===== src/rtl/core/htb_in_if.sv =====
// ----------------------------------------------------------------------------
// htb_in_if
// Input channel: four-sample window, position and start flag.
// ----------------------------------------------------------------------------
interface htb_in_if #(
    parameter int SAMPLE_BITS   = 24,
    parameter int POSITION_BITS = 16
) ();
    logic                            valid;
    logic                            ready;
    logic signed [SAMPLE_BITS-1:0]   sample_a;
    logic signed [SAMPLE_BITS-1:0]   sample_b;
    logic signed [SAMPLE_BITS-1:0]   sample_c;
    logic signed [SAMPLE_BITS-1:0]   sample_d;
    logic        [POSITION_BITS-1:0] position;
    logic                            before_start;

    modport source (
        output valid, sample_a, sample_b, sample_c, sample_d, position, before_start,
        input  ready
    );
    modport sink (
        input  valid, sample_a, sample_b, sample_c, sample_d, position, before_start,
        output ready
    );
endinterface


===== src/rtl/core/htb_front.sv =====
// ----------------------------------------------------------------------------
// htb_front
// Accept a window, resolve the start case, form differences and mu^2.
// ----------------------------------------------------------------------------
module htb_front #(
    parameter int SAMPLE_BITS   = 24,
    parameter int POSITION_BITS = 16,
    parameter int ENTRY_BITS    = 3 * (SAMPLE_BITS + 1) + 2 * SAMPLE_BITS + 2 * POSITION_BITS
) (
    input  logic                  i_clk,
    input  logic                  i_rst_n,
    htb_in_if.sink                i_in,
    output logic                  o_push_valid,
    input  logic                  i_push_ready,
    output logic [ENTRY_BITS-1:0] o_push_data
);
    localparam int S  = SAMPLE_BITS;
    localparam int P  = POSITION_BITS;
    localparam int DW = S + 1;

    logic                   r_vld;
    logic signed [DW-1:0]   r_d0, r_d1, r_d2;
    logic signed [S-1:0]    r_y1, r_y2;
    logic        [P-1:0]    r_p, r_mu2;

    logic                   w_take;
    logic        [2*P-1:0]  w_sq;
    logic signed [DW-1:0]   w_d0;

    assign i_in.ready = !r_vld || i_push_ready;
    assign w_take     = i_in.valid && i_in.ready;

    // mu^2 rounded half up; the sum never carries past 2P bits
    assign w_sq = (2*P)'(i_in.position) * (2*P)'(i_in.position)
                + ((2*P)'(1) << (P - 1));

    // at the start of the array y0 = 2b - c, so y1 - y0 = c - b
    assign w_d0 = i_in.before_start ? (DW'(i_in.sample_c) - DW'(i_in.sample_b))
                                    : (DW'(i_in.sample_b) - DW'(i_in.sample_a));

    always_ff @(posedge i_clk) begin
        if (!i_rst_n) begin
            r_vld <= 1'b0;
        end else if (i_in.ready) begin
            r_vld <= i_in.valid;
        end
    end

    always_ff @(posedge i_clk) begin
        if (w_take) begin
            r_d0  <= w_d0;
            r_d1  <= DW'(i_in.sample_c) - DW'(i_in.sample_b);
            r_d2  <= DW'(i_in.sample_d) - DW'(i_in.sample_c);
            r_y1  <= i_in.sample_b;
            r_y2  <= i_in.sample_c;
            r_p   <= i_in.position;
            r_mu2 <= w_sq[2*P-1:P];
        end
    end

    assign o_push_valid = r_vld;
    assign o_push_data  = {r_d0, r_d1, r_d2, r_y1, r_y2, r_p, r_mu2};

endmodule


===== src/flat_wrapper.sv =====
// flat-port wrapper written by rule: the top's interface ports become plain ports
module htb_front_flat 
#(
    parameter int SAMPLE_BITS   = 24,
    parameter int POSITION_BITS = 16,
    parameter int ENTRY_BITS    = 3 * (SAMPLE_BITS + 1) + 2 * SAMPLE_BITS + 2 * POSITION_BITS
)
  (i_clk, i_rst_n, o_push_valid, i_push_ready, o_push_data, i_in_valid, i_in_sample_a, i_in_sample_b, i_in_sample_c, i_in_sample_d, i_in_position, i_in_before_start, i_in_ready);
  htb_in_if #(.SAMPLE_BITS(SAMPLE_BITS), .POSITION_BITS(POSITION_BITS)) i_in_i ();
  input  logic i_clk;
  input  logic i_rst_n;
  output logic o_push_valid;
  input  logic i_push_ready;
  output logic [ENTRY_BITS-1:0] o_push_data;
  input wire logic [$bits(i_in_i.valid)-1:0] i_in_valid;
  input wire logic [$bits(i_in_i.sample_a)-1:0] i_in_sample_a;
  input wire logic [$bits(i_in_i.sample_b)-1:0] i_in_sample_b;
  input wire logic [$bits(i_in_i.sample_c)-1:0] i_in_sample_c;
  input wire logic [$bits(i_in_i.sample_d)-1:0] i_in_sample_d;
  input wire logic [$bits(i_in_i.position)-1:0] i_in_position;
  input wire logic [$bits(i_in_i.before_start)-1:0] i_in_before_start;
  output wire logic [$bits(i_in_i.ready)-1:0] i_in_ready;
  assign i_in_i.valid = i_in_valid;
  assign i_in_i.sample_a = i_in_sample_a;
  assign i_in_i.sample_b = i_in_sample_b;
  assign i_in_i.sample_c = i_in_sample_c;
  assign i_in_i.sample_d = i_in_sample_d;
  assign i_in_i.position = i_in_position;
  assign i_in_i.before_start = i_in_before_start;
  assign i_in_ready = i_in_i.ready;
  htb_front #(.SAMPLE_BITS(SAMPLE_BITS), .POSITION_BITS(POSITION_BITS), .ENTRY_BITS(ENTRY_BITS)) u_core (.i_clk(i_clk), .i_rst_n(i_rst_n), .i_in(i_in_i), .o_push_valid(o_push_valid), .i_push_ready(i_push_ready), .o_push_data(o_push_data));
endmodule

===== config.mk =====
export PLATFORM = sky130hd
export DESIGN_NAME = htb_front_flat
export DESIGN_NICKNAME = d
export VERILOG_FILES = /design/src/rtl/core/htb_in_if.sv /design/src/rtl/core/htb_front.sv /design/src/flat_wrapper.sv
export SDC_FILE = /design/constraint.sdc
export NUM_CORES = 1
export LEC_CHECK = 0
export BUFFER_PORTS_ARGS = -buffer_cell sky130_fd_sc_hd__buf_2
export CELL_PAD_IN_SITES_DETAIL_PLACEMENT = 1
export CELL_PAD_IN_SITES_GLOBAL_PLACEMENT = 1
export CORE_MARGIN = 5
export CORE_UTILIZATION = 45
export DETAILED_ROUTE_END_ITERATION = 16
export PLACE_DENSITY_LB_ADDON = 0.1
export REMOVE_ABC_BUFFERS = 1
export SLEW_MARGIN = 20
export SYNTH_ARGS = -nofsm -noshare
export SYNTH_HDL_FRONTEND = slang
export SYNTH_SLANG_ARGS = --single-unit

===== constraint.sdc =====
create_clock -name i_clk -period 8.87 [get_ports i_clk]
set_clock_uncertainty 0.2 [all_clocks]
set_input_delay 0.4435 -clock i_clk [delete_from_list [all_inputs] [get_ports i_clk]]
set_output_delay 0.4435 -clock i_clk [all_outputs]
set_load 0.02 [all_outputs]

# --- Yosys cells after proc, flatten, opt, wreduce, memory -nomap -nowiden ---
# Index checks and enable logic that the tools add are counted.
# Widths: inputs -> output; s select.
word_totals:
  register_bits: 156
  input_bits: 117
  out_inout_bits: 157
  elab_cells: 17
op_classes:
  add_sub_neg: 4
  mul: 1
  mux: 1
  n_reduce_logical: 3
ops:
  columns: ["operator", "n"]
  rows:
  - ["$sub 24x24->25", 3]
  - ["$add 32x16->32 const B", 1]
  - ["$mul 16x16->32", 1]
  - ["$mux 25", 1]
  - ["$logic_and 1x1->1", 1]
  - ["$logic_not 1->1", 1]
  - ["$logic_or 1x1->1", 1]

# --- Depth between registers and ports, before layout ---
# Gate-level depths: netlist of the first run.
logic_depth:
  depth_word: 3
  depth_mapped: 24
  depth_no_buf: 23

# --- Worst setup path after synthesis of the first run ---
# No wires, ideal clock.
synth_timing:
  path_type: "in2reg"
  start: "input i_in_position[11]"
  end: "register u_core.r_mu2[12], data pin"
  setup_ns: 0.258
  t_arrival_ns: 6.025
  required_ns: 8.412
  path_slack_ns: 2.388
  stages: 22
  n_path_buf: 2
  cell_sequence: "clkbuf_1 > clkbuf_1 > nand2_1 > fa_1 > inv_1 > fa_1 > fa_1 > fa_1 > fa_1 > inv_1 > fa_1 > inv_1 > ha_1 > a21o_1 > a21o_1 > a21o_1 > a221o_1 > a31oi_2 > o21ai_1 > a21o_1 > a21oi_1 > xnor2_1"
synth_via:
  elab_chain_cells: 2
synth_rtl:
  columns: ["item", "line", "text"]
  rows:
  - ["from (decl)", "flat_wrapper.sv:20", "input wire logic [$bits(i_in_i.position)-1:0] i_in_position;"]
  - ["$mul 16x16->32", "htb_front.sv:34", "assign w_sq = (2*P)'(i_in.position) * (2*P)'(i_in.position)"]
  - ["$add 32x16->32", "htb_front.sv:35", "+ ((2*P)'(1) << (P - 1));"]
  - ["named net u_core.w_sq[28]", "htb_front.sv:27", "logic [2*P-1:0] w_sq;"]
  - ["to (signal assigned)", "htb_front.sv:57", "r_mu2 <= w_sq[2*P-1:P];"]
  - ["to (decl)", "htb_front.sv:24", "logic [P-1:0] r_p, r_mu2;"]
# The timed path passes the listed nets, and every way through them passes these cells.
# A chain may end at the register's enable or synchronous reset.

# --- Final worst setup path of the first run ---
layout_timing:
  start: "input i_in_position[12]"
  end: "register u_core.r_mu2[12], data pin"
# Same word-level chain as after synthesis.

==> reports/metrics.json, run 1 <==
{
  "status": "finished clean",
  "first_pass_iters": 4,
  "timing.setup.tns_ps": 0,
  "synth_cells": 1524,
  "cp-start-kind": "primary input",
  "synthToLayoutAreaGrowth_pct": 15.3,
  "timing.final.crit_share_pct": 72.4,
  "yosysTopAreaCellShare_pct": 29.8,
  "timing.rr.start": "u_core.o_push_valid",
  "ff_to_ff_end": "u_core.r_mu2[12]",
  "grt.overflow.total": 0,
  "coreArea_mm2": 0.0345,
  "avgSynthCellArea_um2": 10.3,
  "post_synth_num_cell_types": 62,
  "rsz0062_at_grt": "false",
  "power.switching_fraction_pct": 44.8,
  "grt_pass1_wl_mm": 67.0,
  "routedWlPerCell_um": 18.8,
  "finalHoldViolCount": 0,
  "grt.total_usage_pct": 22.0,
  "worstPathRequired_ps": 8850,
  "gp_congestion": 0.843,
  "async_flop_share_pct": 0,
  "synth_common_cells": "326 x inv_1, 193 x ha_1, 159 x fa_1",
  "preCtsSetupSlack_ps": 1980,
  "fin_nets": 2256,
  "cp-end-kind": "flip-flop",
  "drv.max_cap_violation_count": 0,
  "min_path_type": "primary input to flip-flop",
  "synthesis_warnings": 0,
  "die-area_mm2": 0.0386,
  "timing.critical_path.fanout_max": 17,
  "finalSetupViolCount": 0,
  "dieWidth_um": 196,
  "finalCriticalPeriod_ps": 6420,
  "fmax_ghz": 0.156,
  "worstHoldEndpoint": "u_core.r_y1[0]",
  "library_cell_with_the_highest_instance_count_after_synthesis": "inv_1",
  "ir_worst_vdd_mv": 0.298,
  "postCtsSetupRepairBufs": 0,
  "detailroute.via_count": 11505,
  "r2r.worst_path.cells": 3,
  "detail_route.drc_violations": 0,
  "ios": 274,
  "cts_tree": "done",
  "synth-seq-cells": 156,
  "drive_gt1_share_pct": 18.3,
  "clockPowerShare_pct": 13.1,
  "number_of_global_route_vias_before_repair": 12454,
  "antenna_found_initial": 4,
  "min-delay-start": "i_in_sample_b[0]",
  "worstSkewPairLatency_ps": 430,
  "worst-r2r-setup-slack_ps": 6620,
  "ys_seq_area_share_pct": 29.9,
  "leakage_nw": 9.00,
  "post_synth_instance_area_mm2": 0.0156,
  "main_flop_type_after_synthesis": "edfxtp_1",
  "worstPathArrival_ps": 6400,
  "cts_hold_repair.buffers": 0,
  "floorplan.die.height_um": 196,
  "p_seq_share_pct": 20.6,
  "cts_repair_resize_count": 0,
  "post-dp-hpwl_mm": 35.8,
  "tightestPinTransition_ps": 901,
  "routed_via_density": 5.10,
  "synth.area.top_cells": "edfxtp_1 30%, fa_1 20%, ha_1 15%",
  "port_buf_inserts": 273,
  "p_sw_w": 0.00239,
  "power_per_cell_area_mw_per_mm2": 296,
  "yosys.area.top_type": "edfxtp_1",
  "power.total_w": 0.00533,
  "hold-path-cell-count": 1,
  "cts-htree-levels": 4,
  "ant_nets": 0,
  "cts-root-buf": "clkbuf_16",
  "clk_path_buf_depth": 2,
  "grt_start_max_net_pins": 66,
  "combPwrFrac_pct": 66.3,
  "initial_utilization_pct": 45.4,
  "layout.core_utilization_pct": 52.3,
  "synth_edf_count": 155,
  "worstSetupPathType": "primary input to flip-flop",
  "pins_over_their_slew_limit": 0,
  "power_report.internal_total_w": 0.00294,
  "final-instance-count-excl-fill": 2256,
  "slew_headroom_pct": 39.9,
  "number_of_placed_instances_with_taps_included": 2223,
  "placement_rows": 68,
  "cts.sinks": 156,
  "drtIter0Drc": 489,
  "postRouteWirelength_mm": 42.4,
  "cts_inserted_buffers": 17,
  "final_critical_path_setup_slack_ps": 2450,
  "clock_transition_at_the_register_clock_pins_on_the_worst_setup_and_hold_paths_after_cts_ps": 70
}
power groups by stage:
stage / logic [W] / registers (W) / clock network, W
2_1_floorplan: 0.00245 / 0.00125 / 0
3_3_place_gp: 0.00344 / 0.00112 / 0
3_5_place_dp: 0.00359 / 0.00112 / 0
4_1_cts: 0.00362 / 0.00110 / 0.000714
5_1_grt: 0.00405 / 0.00111 / 0.000748
6_report: 0.00353 / 0.00110 / 0.000696
layout by cell type (no fill, tap or decap), drive strengths merged, types with 5 or more instances in the layout:
cell,instances
clkbuf,17
ha,193
nor3,17
o211ai,5
o21bai,9
clkinv,5
nand2,104
nor2b,19
a211oi,8
mux2,6
fa,159
and3,8
a21o,35
xor2,26
a31oi,9
nand4,11
o21a,19
clkinvlp,6
a21oi,64
nand3,15
a31o,8
o21ai,46
inv,329
buf,275
nor2,71
and2,52
xnor2,63
nand2b,13
edfxtp,155
flip-flops by register name (all words and copies together) (netlist names):
signal and count:
u_core.r_d1 25, u_core.r_d0 25, u_core.r_p 16, u_core.r_y2 24, u_core.r_y1 24, u_core.o_push_valid 1
u_core.r_d2 25, u_core.r_mu2 16
per-stage QoR:
step	instance area, um2	hold slack, ps
floorplan	15500	342
global placement	17500	308
detailed placement	17500	360
CTS	18000	14.5
global route	18000	13.1
finish	18000	33.2
metal layers:
layer	vias up	GRT usage (%)	part of all wire [%]
met5	-	0	0.050
met4	4	5.48	1.9
met3	47	3.06	4.5
met2	243	39.3	50
met1	5673	28.4	44
li1	5538	-	-
worst max-delay path, stage by stage:
cell and delay (ps):
buf_2 320, inv_1 200, nor2_1 220, ha_1 290
a31o_2 270, fa_1 480, fa_1 470, fa_1 490
fa_1 490, inv_1 50, fa_1 480, inv_1 40
ha_1 340, a21o_1 180, a21o_1 170, a21o_1 180
a221o_1 310, a31oi_2 270, o21ai_1 190, a21o_1 240
a21oi_1 190, xnor2_1 80
cell families (layout without fill, tap and decap cells):
| kind of cell | after synthesis | count (layout) | share of synthesized area [%] |
|---|---|---|---|
| other | 0 | 2 | 0 |
| and+or+nand+nor | 323 | 323 | 9.97 |
| adders and majority gates | 352 | 352 | 35.8 |
| xor gates and xnor gates | 89 | 89 | 5.04 |
| buffers and inverters | 358 | 633 | 8.61 |
| muxes | 10 | 10 | 0.688 |
| DFF | 156 | 156 | 29.9 |
| AOI/OAI and AO/OA | 236 | 236 | 9.98 |
how the worst max path moves through the flow:
stage,cells after the start,slack [ps],from,endpoint
floorplan,21,2820,i_in_position[10],u_core.r_mu2[12]
global placement,23,2110,i_in_position[11],u_core.r_mu2[12]
detailed placement,23,1980,i_in_position[11],u_core.r_mu2[12]
CTS,21,2440,i_in_position[13],u_core.r_mu2[12]
global route,23,2100,i_in_position[11],u_core.r_mu2[12]
finish,22,2450,i_in_position[12],u_core.r_mu2[12]
area by class of cell:
type	instances	area (um2)
Sequential cell	156	4670
Antenna cell	2	5.00
Multi-Input combinational cell	1010	9610
Clock buffer	17	425
Clock inverter	14	123
Tap cell	455	569
Fill cell	3973	16400
Timing Repair Buffer	275	1380
Inverter	327	1230
Note: power is estimated with default switching activity, not from simulation.
==> run 2: changes to the inputs <==
- clock period: 8.87 -> 6.5 ns (I/O delays scaled with it)
==> reports/metrics.json, run 2 (same netlist as run 1, synthesis figures left out) <==
{
  "status": "finished clean",
  "fin_nets": {"value": 2330, "change": "+3.3%"},
  "grt.total_usage": {"value": 23.2, "unit": "%", "change": "+1.1 points"},
  "ir_worst_vdd": {"value": 0.359, "unit": "mV", "change": "+20%"},
  "grt_pass1_wl": {"value": 70.5, "unit": "mm", "change": "+5.2%"},
  "grt.overflow.total": {"value": 0, "change": "unchanged"},
  "finalHoldViolCount": {"value": 0, "change": "unchanged"},
  "timing.critical_path.fanout_max": {"value": 13, "change": "-4"},
  "postRouteWirelength": {"value": 44.3, "unit": "mm", "change": "+4.5%"},
  "dieWidth": {"value": 196, "unit": "um", "change": "unchanged"},
  "grt_start_max_net_pins": {"value": 156, "change": "+140%"},
  "initial_utilization": {"value": 45.4, "unit": "%", "change": "unchanged"},
  "hold_slack": {"value": 113, "unit": "ps", "change": "+79.4 ps"},
  "cts_tree": "done",
  "detailroute.via_count": {"value": 11888, "change": "+3.3%"},
  "worstPathArrival": {"value": 5970, "unit": "ps", "change": "-430 ps"},
  "clock_transition_at_the_register_clock_pins_on_the_worst_setup_and_hold_paths_after_cts": {"value": 70, "unit": "ps", "change": "about the same"},
  "ant_nets": {"value": 0, "change": "unchanged"},
  "finalCriticalPeriod_ps": 5980,
  "rsz0062_at_grt": "false",
  "layout.core_utilization": {"value": 54.4, "unit": "%", "change": "+2.1 points"},
  "gp_congestion": {"value": 0.874, "change": "+3.7%"},
  "hold-path-cell-count": {"value": 3, "change": "+2"},
  "die-area": {"value": 0.0386, "unit": "mm2", "change": "unchanged"},
  "drive_gt1_share": {"value": 18.9, "unit": "%", "change": "+0.60 points"},
  "worstSkewPairLatency": {"value": 440, "unit": "ps", "change": "about the same"},
  "cp-end-kind": "flip-flop",
  "placement_rows": {"value": 68, "change": "unchanged"},
  "cp-start-kind": "primary input",
  "fmax_ghz": 0.167,
  "drtIter0Drc": {"value": 430, "change": "-12%"},
  "dpl-instance-area": {"value": 0.0177, "unit": "mm2", "change": "+1.1%"},
  "post-dp-hpwl": {"value": 36.4, "unit": "mm", "change": "+1.9%"},
  "timing.setup.tns": {"value": 0, "unit": "ps", "change": "unchanged"},
  "drv.max_cap_violation_count": {"value": 0, "change": "unchanged"},
  "cts_repair_resize_count": {"value": 0, "change": "unchanged"},
  "detail_route.drc_violations": {"value": 0, "change": "unchanged"},
  "ios": {"value": 274, "change": "unchanged"},
  "r2r.worst_path.cells": {"value": 3, "change": "unchanged"},
  "mostFrequentLayoutCell": "inv_1",
  "fin_area": {"value": 0.0187, "unit": "mm2", "change": "+3.9%"},
  "coreArea": {"value": 0.0345, "unit": "mm2", "change": "unchanged"},
  "timing.final.crit_share_pct": 92.0,
  "routed_via_density": {"value": 5.10, "change": "about the same"},
  "routedWlPerCell": {"value": 19.0, "unit": "um", "change": "+1.2%"},
  "port_buf_inserts": {"value": 273, "change": "unchanged"},
  "first_pass_iters": {"value": 5, "change": "+1"},
  "synthToLayoutAreaGrowth_pct": 19.8,
  "power_per_cell_area": {"value": 390, "unit": "mW/mm2", "change": "+32%"},
  "num-fill-cells": {"value": 3909, "change": "-1.6%"},
  "min_path_type": "primary input to flip-flop",
  "cts.sinks": {"value": 156, "change": "unchanged"},
  "finalSetupViolCount": {"value": 0, "change": "unchanged"},
  "clk_path_buf_depth": {"value": 2, "change": "unchanged"},
  "tightestPinTransition": {"value": 833, "unit": "ps", "change": "-68.1 ps"},
  "cts-htree-levels": {"value": 4, "change": "unchanged"},
  "final-seq-area": {"value": 0.00467, "unit": "mm2", "change": "unchanged"},
  "most-common-layout-cells": "326 x inv_1, 273 x buf_2, 193 x ha_1, 159 x fa_1, 155 x edfxtp_1",
  "largest_registers": "u_core.r_d0: 25 flops, u_core.r_d1: 25 flops, u_core.r_d2: 25 flops",
  "multi_input_comb_area": {"value": 0.00961, "unit": "mm2", "change": "unchanged"},
  "worstPathRequired": {"value": 6490, "unit": "ps", "change": "-2360 ps"},
  "number_of_global_route_vias_before_repair": {"value": 13119, "change": "+5.3%"},
  "leakage": {"value": 9.34, "unit": "nW", "change": "+3.9%"},
  "cts_inserted_buffers": {"value": 17, "change": "unchanged"},
  "antenna_found_initial": {"value": 3, "change": "-1"},
  "pins_over_their_slew_limit": {"value": 0, "change": "unchanged"},
  "slew_headroom": {"value": 44.5, "unit": "%", "change": "+4.5 points"},
  "cts-root-buf": "clkbuf_16",
  "worstSetupPathType": "primary input to flip-flop",
  "floorplan.die.height": {"value": 196, "unit": "um", "change": "unchanged"}
}
-- run 2: changes by cell type in the layout (fill, tap and decap cells not counted) --
cell,before,now
buf_12,0,1
buf_4,2,25
clkbuf_1,0,1
clkinv_1,3,2
clkinv_2,1,0
clkinv_4,1,3
clkinvlp_4,6,3
dlygate4sd3_1,0,50
inv_6,3,6
-- run 2: path summary, 6_finish.rpt --
check,to,slack [ps],startpoint
setup / recovery,u_core.r_mu2[12],520,i_in_position[7]
hold / removal,u_core.r_d0[0],110,i_in_sample_a[0]
hold reg to reg,u_core.o_push_valid,900,u_core.o_push_valid
setup reg to reg,u_core.r_d0[20],4640,u_core.o_push_valid
-- run 2: worst max-delay path: stages --
cell	delay [ps]
buf_2	270
nand2_1	170
fa_1	570
inv_1	60
fa_1	570
fa_1	460
fa_1	460
fa_1	490
inv_1	50
fa_1	470
inv_1	40
ha_1	290
a21o_1	160
a21o_1	170
a21o_1	180
a221o_1	300
a31oi_2	250
o21ai_1	190
a21o_1	230
a21oi_1	170
xnor2_1	80
-- run 2: layer usage --
metal	GRT usage, %	wire length (um)
met3	3.37	2050
met2	42.0	22400
met5	0	7
met4	5.40	729
met1	29.4	19100
-- run 2: area by class of cell --
cell class              count  area share (%)
diodes                      2          0.0267
clock buffers              18            2.29
clock inverters            14           0.722
inverters                 327            6.55
multi-input cells        1010            51.3
flip-flops and latches    156            25.0
well taps                 455            3.04
repair buffers            349            11.1
-- run 2: timing repair --
action,CTS,global route
endpoints found under the hold margin,49,0
setup buffers,0,0
setup endpoints to repair,0,0
hold buffers,50,0
-- run 2: report_power, final --
part           total (W)  internal, W  switching [W]
Sequential       0.00150      0.00146      0.0000374
Clock           0.000978     0.000534       0.000444
Combinational    0.00482      0.00210        0.00273
Total            0.00730      0.00409        0.00321
-- run 2: stage by stage --
step	power [W]	setup WS, ps	cells
2_1_floorplan	0.00504	564	1493
3_3_place_gp	0.00620	99.9	2247
3_5_place_dp	0.00638	12.2	2247
4_1_cts	0.00743	483	2329
5_1_grt	0.00812	200	2331
6_report	0.00730	518	2331
