$ cat src/rtl/core/htb_queue.sv
// ----------------------------------------------------------------------------
// htb_queue
// Small flop FIFO between the front and back halves.
// ----------------------------------------------------------------------------
module htb_queue #(
    parameter int WIDTH = 8,
    parameter int DEPTH = 4
) (
    input  logic             i_clk,
    input  logic             i_rst_n,
    input  logic             i_push_valid,
    output logic             o_push_ready,
    input  logic [WIDTH-1:0] i_push_data,
    output logic             o_pop_valid,
    input  logic             i_pop_ready,
    output logic [WIDTH-1:0] o_pop_data
);
    localparam int PW = (DEPTH > 1) ? $clog2(DEPTH) : 1;
    localparam int CW = $clog2(DEPTH + 1);

    logic [WIDTH-1:0] r_mem [DEPTH];
    logic [PW-1:0]    r_wr, r_rd, n_wr, n_rd;
    logic [CW-1:0]    r_cnt;
    logic             w_push, w_pop;

    assign o_push_ready = (r_cnt != CW'(DEPTH));
    assign o_pop_valid  = (r_cnt != '0);
    assign o_pop_data   = r_mem[r_rd];
    assign w_push       = i_push_valid && o_push_ready;
    assign w_pop        = o_pop_valid && i_pop_ready;

    // wrap pointers at the depth
    assign n_wr = (r_wr == PW'(DEPTH - 1)) ? '0 : r_wr + PW'(1);
    assign n_rd = (r_rd == PW'(DEPTH - 1)) ? '0 : r_rd + PW'(1);

    always_ff @(posedge i_clk) begin
        if (!i_rst_n) begin
            r_wr  <= '0;
            r_rd  <= '0;
            r_cnt <= '0;
        end else begin
            if (w_push) r_wr <= n_wr;
            if (w_pop)  r_rd <= n_rd;
            if (w_push && !w_pop)      r_cnt <= r_cnt + CW'(1);
            else if (w_pop && !w_push) r_cnt <= r_cnt - CW'(1);
        end
    end

    always_ff @(posedge i_clk) begin
        if (w_push) r_mem[r_wr] <= i_push_data;
    end

endmodule

$ cat config.mk
export PLATFORM = sky130hd
export DESIGN_NAME = htb_queue
export DESIGN_NICKNAME = d
export VERILOG_FILES = /design/src/rtl/core/htb_queue.sv
export SDC_FILE = /design/constraint.sdc
export NUM_CORES = 1
export LEC_CHECK = 0
export BUFFER_PORTS_ARGS = -buffer_cell sky130_fd_sc_hd__buf_2
export CORE_ASPECT_RATIO = 1.1
export CORE_MARGIN = 5
export CORE_UTILIZATION = 30
export CTS_CLUSTER_DIAMETER = 60
export DETAILED_ROUTE_END_ITERATION = 7
export SYNTH_ARGS = -nofsm -noshare
export SYNTH_HDL_FRONTEND = slang
export SYNTH_SLANG_ARGS = --single-unit
export TNS_END_PERCENT = 1
$ cat constraint.sdc
create_clock -name i_clk -period 2.5 [get_ports i_clk]
set_clock_uncertainty 0.1 [all_clocks]
set_input_delay 0 -clock i_clk [delete_from_list [all_inputs] [get_ports i_clk]]
set_output_delay 0 -clock i_clk [all_outputs]
set_load 0.02 [all_outputs]
# Yosys cells after proc, flatten, opt, wreduce, memory -nomap -nowiden
# Memories as Yosys holds them, arrays and structs flattened. A register that Yosys moved wholly into a read port is not among the register bits.
# Cells that the tools add are included.
# word_totals
regBits	7
latchBits	0
mem_bits_rw	32
mem_bits_ro	0
memories	1
# memory_table
name	depth	width	rd	rd_ports_with_merged_regs	write_ports	line	text
r_mem	4	8	1	1	1	21	logic [WIDTH-1:0] r_mem [DEPTH];
# op_classes
n_addsub	4
multipliers	0
div	0
order_cmp	0
eq_ne	3
n_shift	0
n_mux	8
n_bitwise	0
n_reduce_logical	8
# ops
cell	n
two-way mux 2 bit	4
two-way mux 3 bit	2
adder 2 x 1 -> 2 bit, second input constant	2
equality test 2 bit, second input constant	2
logical AND 1 bit	4
adder 3 x 1 -> 3 bit, second input constant	1
inequality test 3 bit, second input constant	1
nonzero test 3 bit	1
subtractor 3 x 1 -> 3 bit, second input constant	1
logical NOT 1 bit	2
two-way mux 1 bit	2
nonzero test 2 bit	1

# Logic depth before layout (Yosys ltp)
# Gate-level depths: netlist of the first run.
# depth
word_depth	6
mapped_depth	9
depth_no_buf	8

# Least setup slack after synthesis of the first run
# No wires, ideal clock.
# synth_path
kind	register to register
startpoint	register r_cnt[0]
endpoint	register r_cnt[2]
setup_time_ns	0.076
arrival_ns	2.155
required_ns	2.324
slack_ns	0.169
path_stages_with_launch	10
path_cell_list	dfxtp_1 or3b_1 clkbuf_2 and2_4 ha_1 inv_1 fa_1 xor2_1 or3_2 a21boi_0
# synth_between
elab_chain_len	5
elab_cells_between_ends	13
# synth_lines
item	line	text
start, declared	23	logic [CW-1:0] r_cnt;
start signal, assigned	44	if (w_push && !w_pop) r_cnt <= r_cnt + CW'(1);
start signal, assigned	45	else if (w_pop && !w_push) r_cnt <= r_cnt - CW'(1);
inequality test 3 bit *	26	assign o_push_ready = (r_cnt != CW'(DEPTH));
via o_push_ready	12	output logic o_push_ready,
logical AND 1 bit *	29	assign w_push = i_push_valid && o_push_ready;
via w_push	24	logic w_push, w_pop;
logical NOT 1 bit	45	
logical AND 1 bit	45	
nonzero test 2 bit (no line)	-	
# Mark *: on every way through the listed nets, which the timed path passes. The rest lies on a longest branch. The select of a mux whose other input is x is not followed.
# A chain may end at the register's enable or synchronous reset.

# Worst setup path after layout of the first run
# layout_path
startpoint	register r_cnt[1]
endpoint	register r_wr[0]
# layout_between
elab_chain_len	2
# layout_lines
item	line	text
inequality test 3 bit	26	
logical AND 1 bit	29	
end signal, assigned	42	if (w_push) r_wr <= n_wr;
end, declared	22	logic [PW-1:0] r_wr, r_rd, n_wr, n_rd;
# Every way passes these cells.

==> results of run 1 <==
-- routing by layer --
layer  global-route usage  routed length (um)
met5                    0                   0
met4              0.02765                  14
met3              0.04037                 170
met2               0.1619                1513
met1               0.1083                1225
-- power groups by stage --
| stage | Sequential (W) | Combinational [W] | Clock (W) |
|---|---|---|---|
| global placement | 0.000939 | 0.000550 | 0 |
| CTS | 0.000936 | 0.000605 | 0.000530 |
| detailed placement | 0.000951 | 0.000580 | 0 |
| global route | 0.000956 | 0.000652 | 0.000570 |
| floorplan | 0.000896 | 0.000444 | 0 |
| finish | 0.000938 | 0.000596 | 0.000513 |
-- repair_timing --
action	in CTS	in global routing
buffers inserted	0	0
hold endpoints to repair	39	0
hold buffers	12	0
setup endpoints to repair	0	1
resized for setup	0	3
-- stage by stage --
step / hold slack, ps / total power, W / setup slack [ps]
finish: 91.82 / 0.002047 / 81.77
global route: 132.6 / 0.002178 / 14.39
CTS: 83.56 / 0.002072 / 116.4
detailed placement: 123.6 / 0.001531 / 173.7
global placement: 114.8 / 0.001488 / 325.1
floorplan: -1.131 / 0.001340 / 169.1
-- worst max-delay path, cell delays in order, from the launching register on --
cell	delay, ps
dfxtp_2	350
or3b_1	410
buf_4	170
nand4_1	90
dlygate4sd3_1	560
o21ai_0	80
dlygate4sd3_1	550
-- cell usage after synthesis, types with 2 or more instances --
cell and count:
nand3_1 2, nor2_1 2, ha_1 6, mux4_2 8
dfxtp_1 9, and3_2 4, inv_1 3, nand2_1 5
o21ai_0 4, mux2i_1 2, edfxtp_1 32, or3_2 2
-- cells in the final DEF (no fill, tap or decap) --
cell           count
a21boi_0           1
and2_1             1
and2_4             1
and3_2             4
buf_2             21
buf_4              2
bufinv_16          1
clkbuf_8           5
clkinv_1           1
clkinvlp_4         1
dfxtp_1            6
dfxtp_2            3
dlygate4sd3_1     12
edfxtp_1          32
fa_1               1
ha_1               6
inv_1              3
mux2i_1            2
mux4_2             8
nand2_1            5
nand3_1            2
nand4_1            1
nor2_1             2
nor2b_1            1
o21ai_0            4
o31ai_1            1
or3_2              2
or3b_1             1
xnor2_1            1
xor2_1             1
-- area by class of cell --
type	count	share of cell area
inverters	3	0.005451
well taps	75	0.04543
multi-input cells	45	0.2253
clock inverters	3	0.01999
flip-flops and latches	41	0.5542
clock buffers	5	0.03331
repair buffers	35	0.1163
-- cell families (layout without fill, tap and decap cells) --
kind of cell | after synthesis | after routing | synth area share
AO/OA/AOI/OAI | 6 | 6 | 0.02143
XOR/XNOR | 2 | 2 | 0.01071
adder cells (fa/ha/maj) | 7 | 7 | 0.05815
buffers and inverters | 7 | 46 | 0.01759
flip-flops | 41 | 41 | 0.6978
multiplexers | 10 | 10 | 0.1224
AND/OR/NAND/NOR | 20 | 20 | 0.07193
-- worst max path at each step --
stage          startpoint        to  slack, ps
2_1_floorplan    r_cnt[0]  r_cnt[2]        170
3_3_place_gp     r_cnt[0]  r_cnt[2]        330
3_5_place_dp     r_cnt[0]  r_cnt[2]        170
4_1_cts          r_cnt[1]   r_wr[0]        120
5_1_grt          r_cnt[1]   r_wr[0]         10
6_report         r_cnt[1]   r_wr[0]         80
-- sequential cells by signal, indices dropped and copies added (netlist names), named ones only --
name,count
r_rd,2
r_wr,2
r_cnt,3
r_mem,32
==> summary.txt, run 1 <==
Placed design
  – Port buffer count: 21
  – Placed Area: 1832 um2
  – Placer Congestion: 0.7754
  – Post-DP HPWL: 1.967 mm
  – Dpl cells: 187

CTS
  – CTS Sinks: 41
  – CTS clk-pin slew, worst paths: 70 ps
  – CTS tree: done
  – # H-tree levels: 2
  – Root Buffer: clkbuf_8
  – Worst-Skew Late Latency: 280 ps
  – Clk buf depth: 2
  – CTS buffer count: 5

Logic synthesis
  – FFs w/ async S/R, synth: 0
  – Top FF cell, synth: edfxtp_1
  – Post-synth net total: 112
  – Post-synth EDFFs: 32
  – Mapped Avg Cell Area: 17.58 um2
  – Mapped Cells: 93
  – Synth top area share: 0.5876
  – Post-synth cell types: 26
  – Yosys reg bits: 41
  – Register area share after synthesis: 0.6978
  – Synth top area cells: edfxtp_1 (59%), dfxtp_1 (11%), mux4_2 (11%), ha_1 (4.6%), and3_2 (1.8%)
  – Synth area leader: edfxtp_1
  – YS warnings: 0
  – Mapped Area: 1635 um2

Detailed routing
  – DRT Pass-1 Iters: 4
  – Wire per inst: 14.13 um
  – DRC viols: 0
  – Vias: 905
  – Vias per cell: 4.372
  – Routed WL: 2.924 mm
  – Initial drt markers: 77
  – Post-detailed-route count of antenna-violating nets: 0

Power
  – Leak: 0.7460 nW
  – Switch share: 0.3011
  – Pwr dens: 991.0 nW/um2
  – Proportion of power drawn by combinational gates: 0.291
  – Pint: 0.001431 W
  – Clock share of power: 0.251
  – Psw: 0.0006164 W
  – Flop pwr share: 0.458
  – VDD IR max: 0.6092 mV

STA
  – Slew margin rel.: 0.6299
  – Hold Violations, Final: 0
  – Final Setup Violations: 0
  – Minimum clock period: 2418 ps
  – Count of pins over their slew limit: 0
  – Measured slew at the worst slew-check pin: 554.5 ps
  – Fmax: 0.4135 GHz
  – Tcrit/Tclk final: 0.9673
  – Fin Setup TNS: 0 ps
  – RSZ-0062 raised after global routing: no

Critical path
  – WP data required: 2570 ps
  – Cells on worst reg2reg path: 6
  – RR Endpoint: r_wr[0]
  – Worst Path Arrival: 2490 ps
  – Reg2reg start: r_cnt[1]
  – Reg2reg setup slack: 80 ps
  – Crit start category: flop
  – CP Capture Type: flop
  – Kind of critical path: flop to flop
  – Worst Path Max Fanout: 6

Global routing
  – Grt total ovfl: 0
  – Initial antenna violation count: 0
  – Largest net degree at the start of global routing: 14
  – First-pass GRT wire length: 4.857 mm
  – Vias in the first global route: 987
  – Tot GR Track Use: 0.09501

Die
  – # rows: 28
  – CORE AREA: 5325 um2
  – Die Span X: 80.40 um
  – Die area: 7029 um2
  – I/O pin total: 22
  – Die Height: 87.44 um
  – Starting Density: 0.3071

Final layout
  – Fin area: 2066 um2
  – Fill cells: 527
  – Area overhead of the layout relative to synthesis: 26.32%
  – FF+latch area: 1145 um2
  – Layout cell share with drive strength beyond 1: 0.3636
  – Finished Core Util: 0.3879
  – Layout net count: 150
  – Final instance count without filler cells: 207
  – Multi-input gate area: 465.4 um2
  – # diodes: 0

Min path
  – Hold Path Cell Cnt: 4
  – Worst hold path type: input port to flop
  – Min-Delay Startpoint: i_pop_ready

Flow run
  – Maximum Capacitance Violations: 0

Status
  – Status: complete, no violations
(Power assumes the default switching activity.)
==> run 2, diff against run 1 <==
Settings changed: RECOVER_POWER from default to 50.
==> summary.txt, run 2 (synthesis results as in run 1) <==
Status
  – Status: complete, no violations

Critical path
  – CP delay by family, top: buffers and inverters
  – Worst Path Buf+Inv: 3
  – Worst Path Arrival: 2490 ps
  – Crit path top cell by count: dlygate4sd3_1
  – WP data required: 2570 ps
  – Critical-path cell list: or3b_1, buf_4, nand4_1, dlygate4sd3_1, o21ai_0, dlygate4sd3_1
  – Worst Path Max Fanout: 6
  – Kind of critical path: flop to flop
  – Max incr delay on CP: 560 ps
  – Crit-path slowest cell: dlygate4sd3_1
  – Crit start category: flop
  – Reg2reg setup slack: 80 ps
  – CP Capture Type: flop

Power
  – Pint: 0.001416 W
  – Proportion of power drawn by combinational gates: 0.286
  – Leak: 0.7166 nW
  – Pwr dens: 992.7 nW/um2
  – Psw: 0.0006172 W
  – Switch share: 0.3035
  – Clock share of power: 0.252
  – VDD IR max: 0.6088 mV
  – Flop pwr share: 0.461

STA
  – Fmax: 0.4134 GHz
  – Slew margin rel.: 0.6304
  – Fin Setup TNS: 0 ps
  – Tcrit/Tclk final: 0.9675
  – Hold WS: 150.5 ps
  – Hold Violations, Final: 0
  – Measured slew at the worst slew-check pin: 553.7 ps
  – Count of pins over their slew limit: 0
  – Minimum clock period: 2419 ps
  – Final Setup Violations: 0
  – RSZ-0062 raised after global routing: no

Placed design
  – Post-DP HPWL: 1.967 mm
  – Port buffer count: 21
  – Dpl cells: 187
  – Placer Congestion: 0.7754

Final layout
  – Layout net count: 150
  – Leading cell type in the layout, fill and taps excluded: edfxtp_1
  – Layout cell share with drive strength beyond 1: 0.2727
  – Final instance count without filler cells: 207
  – Most frequent cells in the layout: edfxtp_1 (32), dlygate4sd3_1 (12), buf_2 (11), clkbuf_1 (11), mux4_2 (8)
  – Largest registers: r_mem x32, r_cnt x3
  – Fill cells: 530
  – Top reg by flops: r_mem
  – Area overhead of the layout relative to synthesis: 25.25%
  – # diodes: 0
  – Number of flip-flops in the largest register: 32
  – Finished Core Util: 0.3846

Detailed routing
  – DRT Pass-1 Iters: 4
  – DRC viols: 0
  – Routed WL: 2.913 mm
  – Initial drt markers: 63
  – Vias per cell: 4.367
  – Post-detailed-route count of antenna-violating nets: 0
  – Wire per inst: 14.07 um
  – Vias: 904

Die
  – Starting Density: 0.3071
  – Die area: 7029 um2
  – Die Span X: 80.40 um
  – # rows: 28
  – I/O pin total: 22
  – CORE AREA: 5325 um2
  – Die Height: 87.44 um

Flow run
  – Maximum Capacitance Violations: 0

CTS
  – CTS tree: done
  – CTS clk-pin slew, worst paths: 70 ps
  – CTS buffer count: 5
  – Worst-Skew Late Latency: 280 ps
  – # H-tree levels: 2
  – CTS Sinks: 41
  – Root Buffer: clkbuf_8
  – Clk buf depth: 2

Global routing
  – Initial antenna violation count: 0
  – Tot GR Track Use: 0.09501
  – Largest net degree at the start of global routing: 14
  – Grt total ovfl: 0
  – Vias in the first global route: 987
  – First-pass GRT wire length: 4.857 mm

Min path
  – Worst hold path type: input port to flop
run 2: path summary, 6_finish.rpt:
check	to	start	depth (start not counted)
worst max-delay path	r_wr[0]	r_cnt[1]	6
worst min-delay path	flop	i_pop_ready	5
worst max register to register	r_wr[0]	r_cnt[1]	6
worst min register to register	r_wr[1]	r_wr[1]	2
run 2: power by group through the flow:
stage               clock (W)  combinational (W)  sequential, W
floorplan                   0           0.000444       0.000896
global placement            0           0.000550       0.000939
detailed placement          0           0.000580       0.000951
CTS                  0.000530           0.000605       0.000936
global route         0.000570           0.000638       0.000956
finish               0.000513           0.000582       0.000938
run 2: metrics by stage:
step	power (W)	setup slack, ps	area [um2]
floorplan	0.001340	169.1	1635
global placement	0.001488	325.1	1832
detailed placement	0.001531	173.7	1832
CTS	0.002072	116.4	2062
global route	0.002164	13.91	2048
finish	0.002033	81.32	2048
run 2: per-layer routing:
metal	up-vias	GRT usage	wire, um
li1	430	-	-
met1	450	0.1083	1215
met2	22	0.1619	1515
met3	2	0.04037	167
met4	0	0.02765	14
met5	-	0	0
run 2: repair_timing:
item                       CTS  global route
setup endpoints to repair    0             1
buffers inserted             0             0
hold buffers                12             0
gates resized for setup      0             3
hold endpoints to repair    39             0
run 2: cell type report:
type                       count  area [um2]  area share
clock inverter                 3       41.29     0.02016
sequential                    41        1145      0.5590
clock buffer                   5       68.82     0.03360
inverter                       3       11.26    0.005498
multi-input combinational     45       464.2      0.2266
timing repair buffer          35       224.0      0.1093
tap                           75       93.84     0.04582
run 2: worst min-delay path: cells and delay by family:
| kind | cells | cell delay (ps) |
|---|---|---|
| AO/OA/AOI/OAI | 2 | 170 |
| AND/OR/NAND/NOR | 1 | 90 |
| buffers and inverters | 2 | 210 |
==> run 3, diff against run 2 <==
Settings changed: ABC_AREA from default to 1.
==> summary.txt, run 3 <==
Status
  – Status: complete, no violations

Detailed routing
  – DRC viols: 0
  – Vias per cell: 4.227
  – Vias: 1116
  – Post-detailed-route count of antenna-violating nets: 0
  – Initial drt markers: 130
  – DRT Pass-1 Iters: 4
  – Routed WL: 3.091 mm
  – Wire per inst: 11.71 um

CTS
  – # H-tree levels: 2
  – CTS Sinks: 41
  – CTS tree: done
  – CTS buffer count: 5
  – Clk buf depth: 2
  – Post-cts sizing count: 0
  – Root Buffer: clkbuf_8
  – CTS clk-pin slew, worst paths: 70 ps
  – Worst-Skew Late Latency: 280 ps

Final layout
  – Fill cells: 533
  – Leading cell type in the layout, fill and taps excluded: nor2_1
  – Area overhead of the layout relative to synthesis: 23.24%
  – # diodes: 0
  – Layout cell share with drive strength beyond 1: 0.1429
  – Largest registers: r_mem x32, r_cnt x3
  – Fin area: 2083 um2
  – Top reg by flops: r_mem
  – Finished Core Util: 0.3836
  – Most frequent cells in the layout: nor2_1 (33), edfxtp_1 (32), inv_1 (16), nand2_1 (15), o21ai_0 (14)
  – Layout net count: 208
  – Number of flip-flops in the largest register: 32

Global routing
  – Largest net degree at the start of global routing: 17
  – First-pass GRT wire length: 5.175 mm
  – Initial antenna violation count: 0
  – Vias in the first global route: 1097
  – Grt total ovfl: 0
  – Tot GR Track Use: 0.09814

Placed design
  – Post-DP HPWL: 2.051 mm
  – Placed Area: 1904 um2
  – Post-Place Worst Slack: 570.9 ps
  – Port buffer count: 21
  – Placer Congestion: 0.7145

Min path
  – Hold EP: r_rd[0]
  – Min-Delay Startpoint: i_pop_ready
  – Worst hold path type: input port to flop
  – Hold Path Cell Cnt: 4

Flow run
  – Maximum Capacitance Violations: 0

Critical path
  – WP data required: 2570 ps
  – Worst Path Max Fanout: 4
  – Kind of critical path: flop to flop
  – Reg2reg start: r_wr[0]
  – Critical-path cell list: inv_1, ha_1, nand3b_1, nand2_1, dlygate4sd3_1, nor2_1, dlygate4sd3_1
  – Cells on worst reg2reg path: 7
  – CP delay by family, top: buffers and inverters
  – Crit start category: flop
  – Max incr delay on CP: 550 ps
  – Crit-path slowest cell: dlygate4sd3_1
  – Worst Path Buf+Inv: 3
  – CP startpoint: r_wr[0]
  – Crit path top cell by count: dlygate4sd3_1
  – Reg2reg setup slack: 170 ps
  – RR Endpoint: r_wr[1]
  – Worst Path Arrival: 2400 ps
  – CP Capture Type: flop

Logic synthesis
  – Yosys reg bits: 41
  – Synth top cells by count: edfxtp_1 (32), nor2_1 (32), inv_1 (16), o21ai_0 (14), nand2_1 (13)
  – Mapped Cells: 146
  – Post-synthesis compound-gate area fraction: 0.09548
  – Mux cell area share after synthesis: 0
  – Largest family of logic cells by synthesized area: simple AND/OR/NAND/NOR gates
  – Register area share after synthesis: 0.6751
  – Top FF cell, synth: edfxtp_1
  – Mapped Avg Cell Area: 11.58 um2
  – FFs w/ async S/R, synth: 0
  – Synth top area cells: edfxtp_1 (57%), dfxtp_1 (11%), nor2_1 (7.1%), ha_1 (4.4%), o21ai_0 (4.1%)
  – Synth area leader: edfxtp_1
  – Post-synth EDFFs: 32
  – Post-synthesis simple-gate area fraction: 0.1221
  – Mapped Area: 1690 um2
  – YS warnings: 0
  – Post-synth net total: 165
  – Adder-cell share of the synthesized area: 0.05625
  – Xor and xnor area share after synthesis: 0
  – Synth top area share: 0.5685
  – Post-synth cell types: 19

Power
  – Leak: 0.8030 nW
  – Pwr dens: 984.5 nW/um2
  – VDD IR max: 0.5919 mV

Die
  – Die Height: 88.73 um
  – Starting Density: 0.3113
  – Die area: 7237 um2
  – CORE AREA: 5430 um2
  – Die Span X: 81.57 um
  – I/O pin total: 22
  – # rows: 28

STA
  – Hold Violations, Final: 0
  – Tcrit/Tclk final: 0.9313
  – Fmax: 0.4295 GHz
  – Min setup slack post-route: 171.7 ps
  – Count of pins over their slew limit: 0
  – Fin Setup TNS: 0 ps
  – Slew margin rel.: 0.6610
  – RSZ-0062 raised after global routing: no
  – Minimum clock period: 2328 ps
  – Final Setup Violations: 0
  – Measured slew at the worst slew-check pin: 508.5 ps
## run 3: final cells by class
type	count	area, um2	area share
Sequential cell	41	1141	0.5477
Multi-Input combinational cell	86	455.4	0.2186
Timing Repair Buffer	38	249.0	0.1195
Tap cell	75	93.84	0.04505
Clock buffer	5	68.82	0.03303
Inverter	17	63.81	0.03063
Clock inverter	2	11.26	0.005405
## run 3: what timing repair did
| action | CTS | global route |
|---|---|---|
| endpoints found under the hold margin | 41 | 0 |
| hold buffers | 12 | 0 |
| setup buffers | 0 | 0 |
## run 3: per-stage QoR
stage / total power [W] / std cells / hold WS (ps)
6_report: 0.002051 / 264 / 20.21
5_1_grt: 0.002226 / 264 / 69.22
4_1_cts: 0.002095 / 264 / 13.76
3_5_place_dp: 0.001673 / 245 / 123.2
3_3_place_gp: 0.001661 / 245 / 119.4
2_1_floorplan: 0.001441 / 146 / -1.131
## run 3: worst max path at each step
stage / endpoint / cells after the start / slack, ps
floorplan: r_cnt[2] / 12 / 630
global placement: r_cnt[1] / 9 / 590
detailed placement: r_cnt[1] / 9 / 570
CTS: r_wr[1] / 7 / 200
global route: r_wr[1] / 7 / 20
finish: r_wr[1] / 7 / 170
## run 3: worst reg2reg max path, stage by stage (launching register included)
cell	delay, ps
dfxtp_1	380
inv_1	90
ha_1	290
nand3b_1	150
nand2_1	60
dlygate4sd3_1	550
nor2_1	40
dlygate4sd3_1	550
## run 3: logic make-up after synthesis
family	after synthesis
buffers and inverters	19
adder cells (fa/ha/maj)	7
AND/OR/NAND/NOR	51
flip-flops	41
AO/OA/AOI/OAI	28
## run 3: where the power goes
| part | switching, W | leakage (nW) | internal [W] |
|---|---|---|---|
| clock network | 0.000215 | 0.0377 | 0.000187 |
| logic | 0.000458 | 0.397 | 0.000262 |
| registers | 0.0000811 | 0.368 | 0.000847 |
| total | 0.000755 | 0.803 | 0.00130 |
## run 3: layer usage
layer	track usage	share of wire	routed length [um]
met3	0.03360	0.051	158
met4	0.03625	0.017	53
met1	0.1236	0.44	1366
met5	0	0	0
met2	0.1563	0.49	1512
